`src/pl_pkg.sv`:
```
// pl_pkg: shared widths, operation and status codes, and the command and
// status bundles between the list controller and the list datapath.
// No dependencies.
package pl_pkg;

   // payload widths fixed by the channel format
   localparam int OP_W   = 2;
   localparam int POS_W  = 7;
   localparam int DATA_W = 32;
   localparam int STAT_W = 2;
   localparam int LEN_W  = 7;

   // request operation codes
   typedef enum logic [OP_W-1:0] {
      OP_INSERT = 2'd0,
      OP_GET    = 2'd1,
      OP_DELETE = 2'd2,
      OP_CLEAR  = 2'd3
   } op_type;

   // response status codes
   typedef enum logic [STAT_W-1:0] {
      ST_OK     = 2'd0,
      ST_EMPTY  = 2'd1,
      ST_BADPOS = 2'd2,
      ST_FULL   = 2'd3
   } status_type;

   // controller to datapath commands
   typedef struct packed {
      logic load;       // capture the request
      logic check;      // latch the request status
      logic rd_pos;     // read the entry at position - 1
      logic idx_ins;    // start the upward move at count - 1
      logic idx_del;    // start the downward move at position
      logic shift_up;   // move entry idx to idx + 1, step idx down
      logic shift_dn;   // move entry idx to idx - 1, step idx up
      logic cap_elem;   // keep the read data as the result element
      logic wr_val;     // write the request value at position - 1
      logic finish;     // update the length and load the response
   } cmd_type;

   // datapath to controller status
   typedef struct packed {
      status_type chk_status;  // outcome of the request checks
      op_type     op;          // captured operation
      logic       append;      // insert lands just past the last entry
      logic       pos_last;    // position addresses the last entry
      logic       ins_last;    // upward move reached position - 1
      logic       del_last;    // downward move reached count - 1
      logic       rsp_free;    // response register can take a result
   } sts_type;

endpackage

```
`src/pl_req_if.sv`:
```
// pl_req_if: request channel with valid/ready handshake.
// Depends on pl_pkg for the payload widths.
interface pl_req_if;

   logic                          valid;
   logic                          ready;
   logic [pl_pkg::OP_W-1:0]       op;
   logic [pl_pkg::POS_W-1:0]      position;
   logic signed [pl_pkg::DATA_W-1:0] value;

   modport source (output valid, output op, output position, output value, input ready);
   modport sink   (input valid, input op, input position, input value, output ready);

endinterface

```
`src/pl_rsp_if.sv`:
```
// pl_rsp_if: response channel with valid/ready handshake.
// Depends on pl_pkg for the payload widths.
interface pl_rsp_if;

   logic                             valid;
   logic                             ready;
   logic signed [pl_pkg::DATA_W-1:0] element;
   logic [pl_pkg::STAT_W-1:0]        status;
   logic [pl_pkg::LEN_W-1:0]         length;

   modport source (output valid, output element, output status, output length, input ready);
   modport sink   (input valid, input element, input status, input length, output ready);

endinterface

```
`src/pl_ctrl.sv`:
```
// pl_ctrl: sequencing state machine for the positional list.
// Depends on pl_pkg for the command and status bundles.
module pl_ctrl (
   input  logic            clock,
   input  logic            reset,
   input  logic            req_valid,
   output logic            req_ready,
   input  pl_pkg::sts_type sts,
   output pl_pkg::cmd_type cmd
);
   import pl_pkg::*;

   typedef enum logic [3:0] {
      S_IDLE,
      S_CHECK,
      S_INS_SHIFT,
      S_INS_DRAIN,
      S_INS_WRITE,
      S_RD_WAIT,
      S_DEL_SHIFT,
      S_DEL_DRAIN,
      S_FINISH
   } state_type;

   state_type state_ff;
   state_type state_in;

   assign req_ready = (state_ff == S_IDLE);

   // next state and commands
   always_comb begin
      state_in = state_ff;
      cmd      = '0;
      case (state_ff)
         S_IDLE: begin
            if (req_valid) begin
               cmd.load = 1'b1;
               state_in = S_CHECK;
            end
         end
         S_CHECK: begin
            cmd.check = 1'b1;
            if (sts.chk_status != ST_OK || sts.op == OP_CLEAR) begin
               state_in = S_FINISH;
            end else if (sts.op == OP_INSERT) begin
               if (sts.append) begin
                  state_in = S_INS_WRITE;
               end else begin
                  cmd.idx_ins = 1'b1;
                  state_in    = S_INS_SHIFT;
               end
            end else begin
               cmd.rd_pos  = 1'b1;
               cmd.idx_del = 1'b1;
               state_in    = S_RD_WAIT;
            end
         end
         S_INS_SHIFT: begin
            cmd.shift_up = 1'b1;
            if (sts.ins_last) begin
               state_in = S_INS_DRAIN;
            end
         end
         S_INS_DRAIN: begin
            state_in = S_INS_WRITE;
         end
         S_INS_WRITE: begin
            cmd.wr_val = 1'b1;
            state_in   = S_FINISH;
         end
         S_RD_WAIT: begin
            cmd.cap_elem = 1'b1;
            if (sts.op == OP_GET || sts.pos_last) begin
               state_in = S_FINISH;
            end else begin
               state_in = S_DEL_SHIFT;
            end
         end
         S_DEL_SHIFT: begin
            cmd.shift_dn = 1'b1;
            if (sts.del_last) begin
               state_in = S_DEL_DRAIN;
            end
         end
         S_DEL_DRAIN: begin
            state_in = S_FINISH;
         end
         S_FINISH: begin
            if (sts.rsp_free) begin
               cmd.finish = 1'b1;
               state_in   = S_IDLE;
            end
         end
         default: begin
            state_in = S_IDLE;
         end
      endcase
   end

   // state register
   always_ff @(posedge clock) begin
      if (reset) begin
         state_ff <= S_IDLE;
      end else begin
         state_ff <= state_in;
      end
   end

endmodule

```
`src/pl_dpath.sv`:
```
// pl_dpath: entry memory, length counter, move index and response register.
// Depends on pl_pkg for widths, codes and the command and status bundles.
module pl_dpath #(
   parameter int CAPACITY = 64
) (
   input  logic                             clock,
   input  logic                             reset,
   input  pl_pkg::cmd_type                  cmd,
   output pl_pkg::sts_type                  sts,
   input  logic [pl_pkg::OP_W-1:0]          req_op,
   input  logic [pl_pkg::POS_W-1:0]         req_position,
   input  logic signed [pl_pkg::DATA_W-1:0] req_value,
   output logic                             rsp_valid,
   input  logic                             rsp_ready,
   output logic signed [pl_pkg::DATA_W-1:0] rsp_element,
   output logic [pl_pkg::STAT_W-1:0]        rsp_status,
   output logic [pl_pkg::LEN_W-1:0]         rsp_length
);
   import pl_pkg::*;

   localparam int ADDR_W = $clog2(CAPACITY);
   localparam int CNT_W  = $clog2(CAPACITY + 1);
   localparam int CMP_W  = ((CNT_W > POS_W) ? CNT_W : POS_W) + 1;
   localparam logic [CNT_W-1:0] CAP_CNT = CNT_W'(CAPACITY);

   // entry storage
   logic [DATA_W-1:0] mem [CAPACITY];

   op_type                   op_ff;
   logic [POS_W-1:0]         pos_ff;
   logic signed [DATA_W-1:0] value_ff;
   logic [CNT_W-1:0]         count_ff;
   logic [CNT_W-1:0]         count_in;
   logic [ADDR_W-1:0]        idx_ff;
   logic [DATA_W-1:0]        rd_data_ff;
   logic                     wr_pend_ff;
   logic [ADDR_W-1:0]        wr_addr_ff;
   logic [DATA_W-1:0]        elem_ff;
   status_type               status_ff;
   logic                     rsp_valid_ff;
   logic signed [DATA_W-1:0] rsp_element_ff;
   logic [STAT_W-1:0]        rsp_status_ff;
   logic [LEN_W-1:0]         rsp_length_ff;

   logic [CMP_W-1:0]  pos_x;
   logic [CMP_W-1:0]  cnt_x;
   logic [POS_W-1:0]  pos_m1;
   logic [ADDR_W-1:0] pos_addr;
   status_type        chk_status;
   logic              rd_en;
   logic [ADDR_W-1:0] rd_addr;
   logic              wr_en;
   logic [ADDR_W-1:0] wr_addr;
   logic [DATA_W-1:0] wr_data;

   assign pos_x    = CMP_W'(pos_ff);
   assign cnt_x    = CMP_W'(count_ff);
   assign pos_m1   = pos_ff - POS_W'(1);
   assign pos_addr = ADDR_W'(pos_m1);

   // request checks: empty before bad position, bad position before full
   always_comb begin
      chk_status = ST_OK;
      case (op_ff)
         OP_INSERT: begin
            if (pos_ff == '0 || pos_x > cnt_x + CMP_W'(1)) begin
               chk_status = ST_BADPOS;
            end else if (count_ff >= CAP_CNT) begin
               chk_status = ST_FULL;
            end
         end
         OP_GET, OP_DELETE: begin
            if (count_ff == '0) begin
               chk_status = ST_EMPTY;
            end else if (pos_ff == '0 || pos_x > cnt_x) begin
               chk_status = ST_BADPOS;
            end
         end
         default: begin
            chk_status = ST_OK;
         end
      endcase
   end

   assign sts.chk_status = chk_status;
   assign sts.op         = op_ff;
   assign sts.append     = (pos_x == cnt_x + CMP_W'(1));
   assign sts.pos_last   = (pos_x == cnt_x);
   assign sts.ins_last   = (idx_ff == pos_addr);
   assign sts.del_last   = (idx_ff == ADDR_W'(count_ff - CNT_W'(1)));
   assign sts.rsp_free   = !rsp_valid_ff || rsp_ready;

   // memory port selection
   assign rd_en   = cmd.rd_pos | cmd.shift_up | cmd.shift_dn;
   assign rd_addr = cmd.rd_pos ? pos_addr : idx_ff;
   assign wr_en   = wr_pend_ff | cmd.wr_val;
   assign wr_addr = wr_pend_ff ? wr_addr_ff : pos_addr;
   assign wr_data = wr_pend_ff ? rd_data_ff : DATA_W'(value_ff);

   // entry memory, one write and one registered read per cycle
   always_ff @(posedge clock) begin
      if (wr_en) begin
         mem[wr_addr] <= wr_data;
      end
      if (rd_en) begin
         rd_data_ff <= mem[rd_addr];
      end
   end

   // length after the request
   always_comb begin
      count_in = count_ff;
      if (op_ff == OP_CLEAR) begin
         count_in = '0;
      end else if (status_ff == ST_OK && op_ff == OP_INSERT) begin
         count_in = count_ff + CNT_W'(1);
      end else if (status_ff == ST_OK && op_ff == OP_DELETE) begin
         count_in = count_ff - CNT_W'(1);
      end
   end

   // request capture, move index and result element
   always_ff @(posedge clock) begin
      if (cmd.load) begin
         op_ff    <= op_type'(req_op);
         pos_ff   <= req_position;
         value_ff <= req_value;
      end
      if (cmd.check) begin
         status_ff <= chk_status;
      end
      if (cmd.idx_ins) begin
         idx_ff <= ADDR_W'(count_ff - CNT_W'(1));
      end else if (cmd.idx_del) begin
         idx_ff <= ADDR_W'(pos_ff);
      end else if (cmd.shift_up) begin
         idx_ff <= idx_ff - ADDR_W'(1);
      end else if (cmd.shift_dn) begin
         idx_ff <= idx_ff + ADDR_W'(1);
      end
      if (cmd.shift_up) begin
         wr_addr_ff <= idx_ff + ADDR_W'(1);
      end else if (cmd.shift_dn) begin
         wr_addr_ff <= idx_ff - ADDR_W'(1);
      end
      if (cmd.cap_elem) begin
         elem_ff <= rd_data_ff;
      end
      if (cmd.finish) begin
         rsp_status_ff  <= status_ff;
         rsp_length_ff  <= LEN_W'(count_in);
         rsp_element_ff <= (status_ff == ST_OK && (op_ff == OP_GET || op_ff == OP_DELETE))
                           ? elem_ff : '0;
      end
   end

   // control registers
   always_ff @(posedge clock) begin
      if (reset) begin
         count_ff     <= '0;
         wr_pend_ff   <= 1'b0;
         rsp_valid_ff <= 1'b0;
      end else begin
         wr_pend_ff <= cmd.shift_up | cmd.shift_dn;
         if (cmd.finish) begin
            count_ff     <= count_in;
            rsp_valid_ff <= 1'b1;
         end else if (rsp_ready) begin
            rsp_valid_ff <= 1'b0;
         end
      end
   end

   assign rsp_valid   = rsp_valid_ff;
   assign rsp_element = rsp_element_ff;
   assign rsp_status  = rsp_status_ff;
   assign rsp_length  = rsp_length_ff;

endmodule

```
`src/positional_list_engine.sv`:
```
// Positional list engine: a bounded ordered list of signed 32-bit values
// addressed by 1-based position, held in a single-port-per-direction memory
// of CAPACITY entries, with one response per request that carries the new
// length. An insert below the end moves every entry from the position on up
// by one and a delete below the last entry moves every entry behind the
// position down by one, one entry per cycle through the memory's one read
// and one write port; an append, a get, a clear, a rejected request and a
// delete of the last entry move no entry. One request is in work at a time;
// a new request is taken while an earlier response still waits to transfer.
// Depends on pl_pkg, pl_req_if, pl_rsp_if, pl_ctrl and pl_dpath.
module positional_list_engine #(
   parameter int CAPACITY = 64
) (
   input  logic          clock,
   input  logic          reset,
   pl_req_if.sink        req_bus,
   pl_rsp_if.source      rsp_bus
);
   import pl_pkg::*;

   cmd_type cmd;
   sts_type sts;

   // sequencing
   pl_ctrl u_ctrl (
      .clock     (clock),
      .reset     (reset),
      .req_valid (req_bus.valid),
      .req_ready (req_bus.ready),
      .sts       (sts),
      .cmd       (cmd)
   );

   // storage and response
   pl_dpath #(
      .CAPACITY (CAPACITY)
   ) u_dpath (
      .clock        (clock),
      .reset        (reset),
      .cmd          (cmd),
      .sts          (sts),
      .req_op       (req_bus.op),
      .req_position (req_bus.position),
      .req_value    (req_bus.value),
      .rsp_valid    (rsp_bus.valid),
      .rsp_ready    (rsp_bus.ready),
      .rsp_element  (rsp_bus.element),
      .rsp_status   (rsp_bus.status),
      .rsp_length   (rsp_bus.length)
   );

endmodule
```
`src/flat_wrapper.sv`:
```
// flat-port wrapper written by rule: the top's interface ports become plain ports
module positional_list_engine_flat import pl_pkg::*;
#(
   parameter int CAPACITY = 64
)
  (clock, reset, req_bus_valid, req_bus_op, req_bus_position, req_bus_value, req_bus_ready, rsp_bus_valid, rsp_bus_element, rsp_bus_status, rsp_bus_length, rsp_bus_ready);
  pl_req_if req_bus_i ();
  pl_rsp_if rsp_bus_i ();
  input  logic clock;
  input  logic reset;
  input wire logic [$bits(req_bus_i.valid)-1:0] req_bus_valid;
  input wire logic [$bits(req_bus_i.op)-1:0] req_bus_op;
  input wire logic [$bits(req_bus_i.position)-1:0] req_bus_position;
  input wire logic [$bits(req_bus_i.value)-1:0] req_bus_value;
  output wire logic [$bits(req_bus_i.ready)-1:0] req_bus_ready;
  output wire logic [$bits(rsp_bus_i.valid)-1:0] rsp_bus_valid;
  output wire logic [$bits(rsp_bus_i.element)-1:0] rsp_bus_element;
  output wire logic [$bits(rsp_bus_i.status)-1:0] rsp_bus_status;
  output wire logic [$bits(rsp_bus_i.length)-1:0] rsp_bus_length;
  input wire logic [$bits(rsp_bus_i.ready)-1:0] rsp_bus_ready;
  assign req_bus_i.valid = req_bus_valid;
  assign req_bus_i.op = req_bus_op;
  assign req_bus_i.position = req_bus_position;
  assign req_bus_i.value = req_bus_value;
  assign req_bus_ready = req_bus_i.ready;
  assign rsp_bus_valid = rsp_bus_i.valid;
  assign rsp_bus_element = rsp_bus_i.element;
  assign rsp_bus_status = rsp_bus_i.status;
  assign rsp_bus_length = rsp_bus_i.length;
  assign rsp_bus_i.ready = rsp_bus_ready;
  positional_list_engine #(.CAPACITY(CAPACITY)) u_core (.clock(clock), .reset(reset), .req_bus(req_bus_i), .rsp_bus(rsp_bus_i));
endmodule
```
`config.mk`:
```
export PLATFORM = sky130hd
export DESIGN_NAME = positional_list_engine_flat
export DESIGN_NICKNAME = d
export VERILOG_FILES = /design/src/pl_pkg.sv /design/src/pl_req_if.sv /design/src/pl_rsp_if.sv /design/src/pl_ctrl.sv /design/src/pl_dpath.sv /design/src/positional_list_engine.sv /design/src/flat_wrapper.sv
export SDC_FILE = /design/constraint.sdc
export NUM_CORES = 2
export LEC_CHECK = 0
export BUFFER_PORTS_ARGS = -buffer_cell sky130_fd_sc_hd__buf_2
export CELL_PAD_IN_SITES_DETAIL_PLACEMENT = 1
export CELL_PAD_IN_SITES_GLOBAL_PLACEMENT = 1
export CORE_MARGIN = 3
export CORE_UTILIZATION = 40
export CTS_BUF_LIST = sky130_fd_sc_hd__clkbuf_4 sky130_fd_sc_hd__clkbuf_8
export CTS_CLUSTER_DIAMETER = 80
export CTS_CLUSTER_SIZE = 28
export DETAILED_ROUTE_END_ITERATION = 8
export PLACE_DENSITY_LB_ADDON = 0.1
export SETUP_SLACK_MARGIN = 0.05
export SYNTH_ARGS = -nofsm -noshare
export SYNTH_HDL_FRONTEND = slang
export SYNTH_SLANG_ARGS = --single-unit
```
`constraint.sdc`:
```
create_clock -name clock -period 8.9 [get_ports clock]
set_input_delay 0.445 -clock clock [delete_from_list [all_inputs] [get_ports clock]]
set_output_delay 0.445 -clock clock [all_outputs]
set_load 0.03 [all_outputs]
```
==> metrics.txt <==
Syn-to-layout area delta=9.65%; Post-CTS Resized=0; Initial DRT Pass Iterations=8; gr usage total=0.270; Avg Vias per Cell=6.24; Final Power=22.5 mW; final setup TNS=0 ns; fin crit share=0.743; Mapped Area=0.0886 sq mm; element type at the critical path end=flip-flop; Port Buffers=87; Worst slew margin=-0.0143; CORE AREA=0.220 sq mm; hold_ws=0.165 ns; Worst-Skew Late Latency=0.99 ns; Final Hold Fails=0; post-synth top area cell=edfxtp_1; Fill cells=21300; initial antenna violation count=15; Root Driver=clkbuf_8; register area share after synthesis=0.752; CP required=9.72 ns; Final Skew=0.0612 ns; nets=5635; number of global-route vias before repair=53200; DR vias=53900; layout cells sized above 1=0.134; worst-path fanout max=66; Worst Path Arrival=7.44 ns; reg2reg start=u_core.u_dpath.pos_ff[0]; leak pwr=31.4 nW; Rows=172; number of CTS-inserted buffers=131; Synth area leaders=edfxtp_1 (75%), and3_1 (4.0%), a211oi_1 (4.0%); run status=finished with violations; fin crit period=6.62 ns; CTS Hold Buffers Added=44; DR DRC count=0; crit path kind=flip-flop to flip-flop; Synth Instances=5493; die height=477 um; die span in x=477 um; synth unique cells=76; hold crit path type=input pin to flip-flop; failing checks=max-capacitance violations, max-slew violations; max_cap viols=1; Worst-Margin Slew=1.52 ns; Mapped Nets=5563; synth warn=0; DPL Wire Length=179000 um; largest net degree at the start of global routing=128; Syn Area/Cell=16.1 sq um; initial DRC count=7233; boundary pin count=88; gp weighted congestion=0.863; hold_sp=req_bus_value[18]; Max Buffers Root-to-Sink=3; R2R Setup Slk=2.28 ns; H-tree levels=4; number of synthesized flops with an enable pin=2208; Seq cells post-synth=2221; number of setup violations in the final report=0; final wirelength=313000 um; Power per Cell Area=232 mW/mm^2; Setup Buffers After CTS=0; remaining antenna violation count=0; Startpoint Class=flip-flop; f_max=0.151 GHz; asr flop ratio synth=0; first-pass GRT wire length=436000 um; crit path from=u_core.u_dpath.pos_ff[0]; VDD IR max=0.000157 V; unrepaired setup endpoints after global routing=false; Clock Sinks=2221; top_reg_cell synth=edfxtp_1; grt total ovfl=0; drt wl/cell=36.3 um; top cell type's share of synthesized area=0.749; Critical Path End=u_core.u_dpath.rd_data_ff[21]; die area=0.227 sq mm; Worst-path clk slew=0.14 ns; Initial Util=0.403; r2r worst-path depth=14; Max Slew Vio Count=2; CTS tree=yes; FF-to-FF End=u_core.u_dpath.rd_data_ff[21]
-- metrics by stage --
step                utilization  area (sq um)  worst slack (ns)  std cells
detailed placement        0.425         93600              2.32       8346
finish                    0.442         97100              2.28       8631
CTS                       0.441         97100              2.27       8627
floorplan                     -         88600              4.78       5493
global placement          0.425         93400              1.40       8328
global route              0.442         97100              1.99       8629
-- how the worst min path moves through the flow --
stage | slack [ns] | end | cells after the start
2_1_floorplan | 0.42 | u_core.u_dpath.elem_ff[0] | 0
3_3_place_gp | 0.48 | u_core.u_dpath.rsp_status[0] | 0
3_5_place_dp | 0.47 | u_core.u_dpath.rsp_status[1] | 0
4_1_cts | 0.05 | u_core.u_dpath.value_ff[18] | 2
5_1_grt | 0.10 | u_core.u_dpath.value_ff[31] | 2
6_report | 0.17 | u_core.u_dpath.value_ff[18] | 2
-- cells by family (layout without fill, tap and decap cells) --
| family | after synthesis | count (layout) | synth area share |
|---|---|---|---|
| AND/OR/NAND/NOR | 1220 | 1220 | 0.0726 |
| buffers and inverters | 447 | 623 | 0.0226 |
| AO/OA/AOI/OAI | 1164 | 1164 | 0.102 |
| multiplexers | 377 | 377 | 0.0441 |
| other | 0 | 4 | 0 |
| flip-flops | 2221 | 2221 | 0.752 |
| adder cells (fa/ha/maj) | 25 | 25 | 0.00353 |
| XOR/XNOR | 39 | 39 | 0.00386 |
-- final cells by class --
cell class              count  area (sq um)  share of cell area
repair buffers            363          2780              0.0286
flip-flops and latches   2221         66600               0.685
diodes                      4          10.0            0.000103
inverters                  23          86.3            0.000889
clock buffers             141          1910              0.0197
well taps                2958          3700              0.0381
multi-input cells        2825         20900               0.215
clock inverters            96          1170              0.0120
-- critical path, cell delays in order, from the launching register on --
cell	delay, ns
edfxtp_1	0.57
inv_1	0.23
ha_1	0.36
nor3_1	0.52
a211oi_1	0.27
o31ai_4	0.39
buf_4	0.61
buf_4	0.67
and2_4	0.72
buf_4	0.60
buf_4	0.53
a21oi_1	0.14
a221oi_1	0.33
a22oi_1	0.21
nand4_1	0.17
-- cell usage in the layout, fill, tap and decap left out, types with 52 or more instances in the layout --
cell type / n
edfxtp_1: 2208
and3_1: 563
a211oi_1: 467
nand2_1: 331
mux2i_1: 322
buf_4: 204
clkbuf_8: 136
a221oi_1: 100
buf_2: 97
a31oi_1: 82
a22oi_1: 78
nor2_4: 65
nand3_1: 61
nor2_1: 60
a2111oi_0: 52
-- registers in the layout, summed over array words and instances, names as in the netlist, 2 cells and up --
name                        flops
u_core.u_dpath.rsp_status       2
u_core.u_ctrl.state_ff          4
u_core.u_dpath.op_ff            2
u_core.u_dpath.rd_data_ff      32
u_core.u_dpath.count_ff         7
u_core.u_dpath.rsp_length       7
u_core.u_dpath.mem           2048
u_core.u_dpath.elem_ff         32
u_core.u_dpath.rsp_element     32
u_core.u_dpath.value_ff        32
u_core.u_dpath.idx_ff           6
u_core.u_dpath.wr_addr_ff       6
u_core.u_dpath.pos_ff           7
u_core.u_dpath.status_ff        2
-- cells in the mapped netlist (26+ instances only) --
library cell	count
nand3_1	61
o21ai_1	32
buf_2	144
nor4_1	39
o31ai_1	34
xnor2_1	26
a2111oi_0	88
a22oi_1	78
edfxtp_1	2208
a222oi_1	34
a21boi_0	40
a211oi_1	467
nor2_1	126
and3_1	563
nor3_1	26
a221oi_1	101
a21oi_1	44
mux2i_1	326
nand2_1	332
buf_1	28
mux2_2	35
a211oi_2	29
clkbuf_1	227
a31oi_1	84
o21ai_0	26
nand4_1	36
-- power breakdown --
group          internal, mW  leakage [nW]  switching, mW  total [mW]
clock network          1.99          1.53           3.57        5.56
registers              11.9          20.0          0.119        12.1
logic                  1.30          9.88           3.62        4.93
-- layer usage --
metal | wire [um] | up-vias | GRT usage
met3 | 22000 | 310 | 0.0384
met4 | 6560 | 0 | 0.0602
met5 | 0 | - | 0
met1 | 141000 | 29100 | 0.403
met2 | 143000 | 2091 | 0.419
li1 | - | 22300 | -
(Power assumes the default switching activity.)
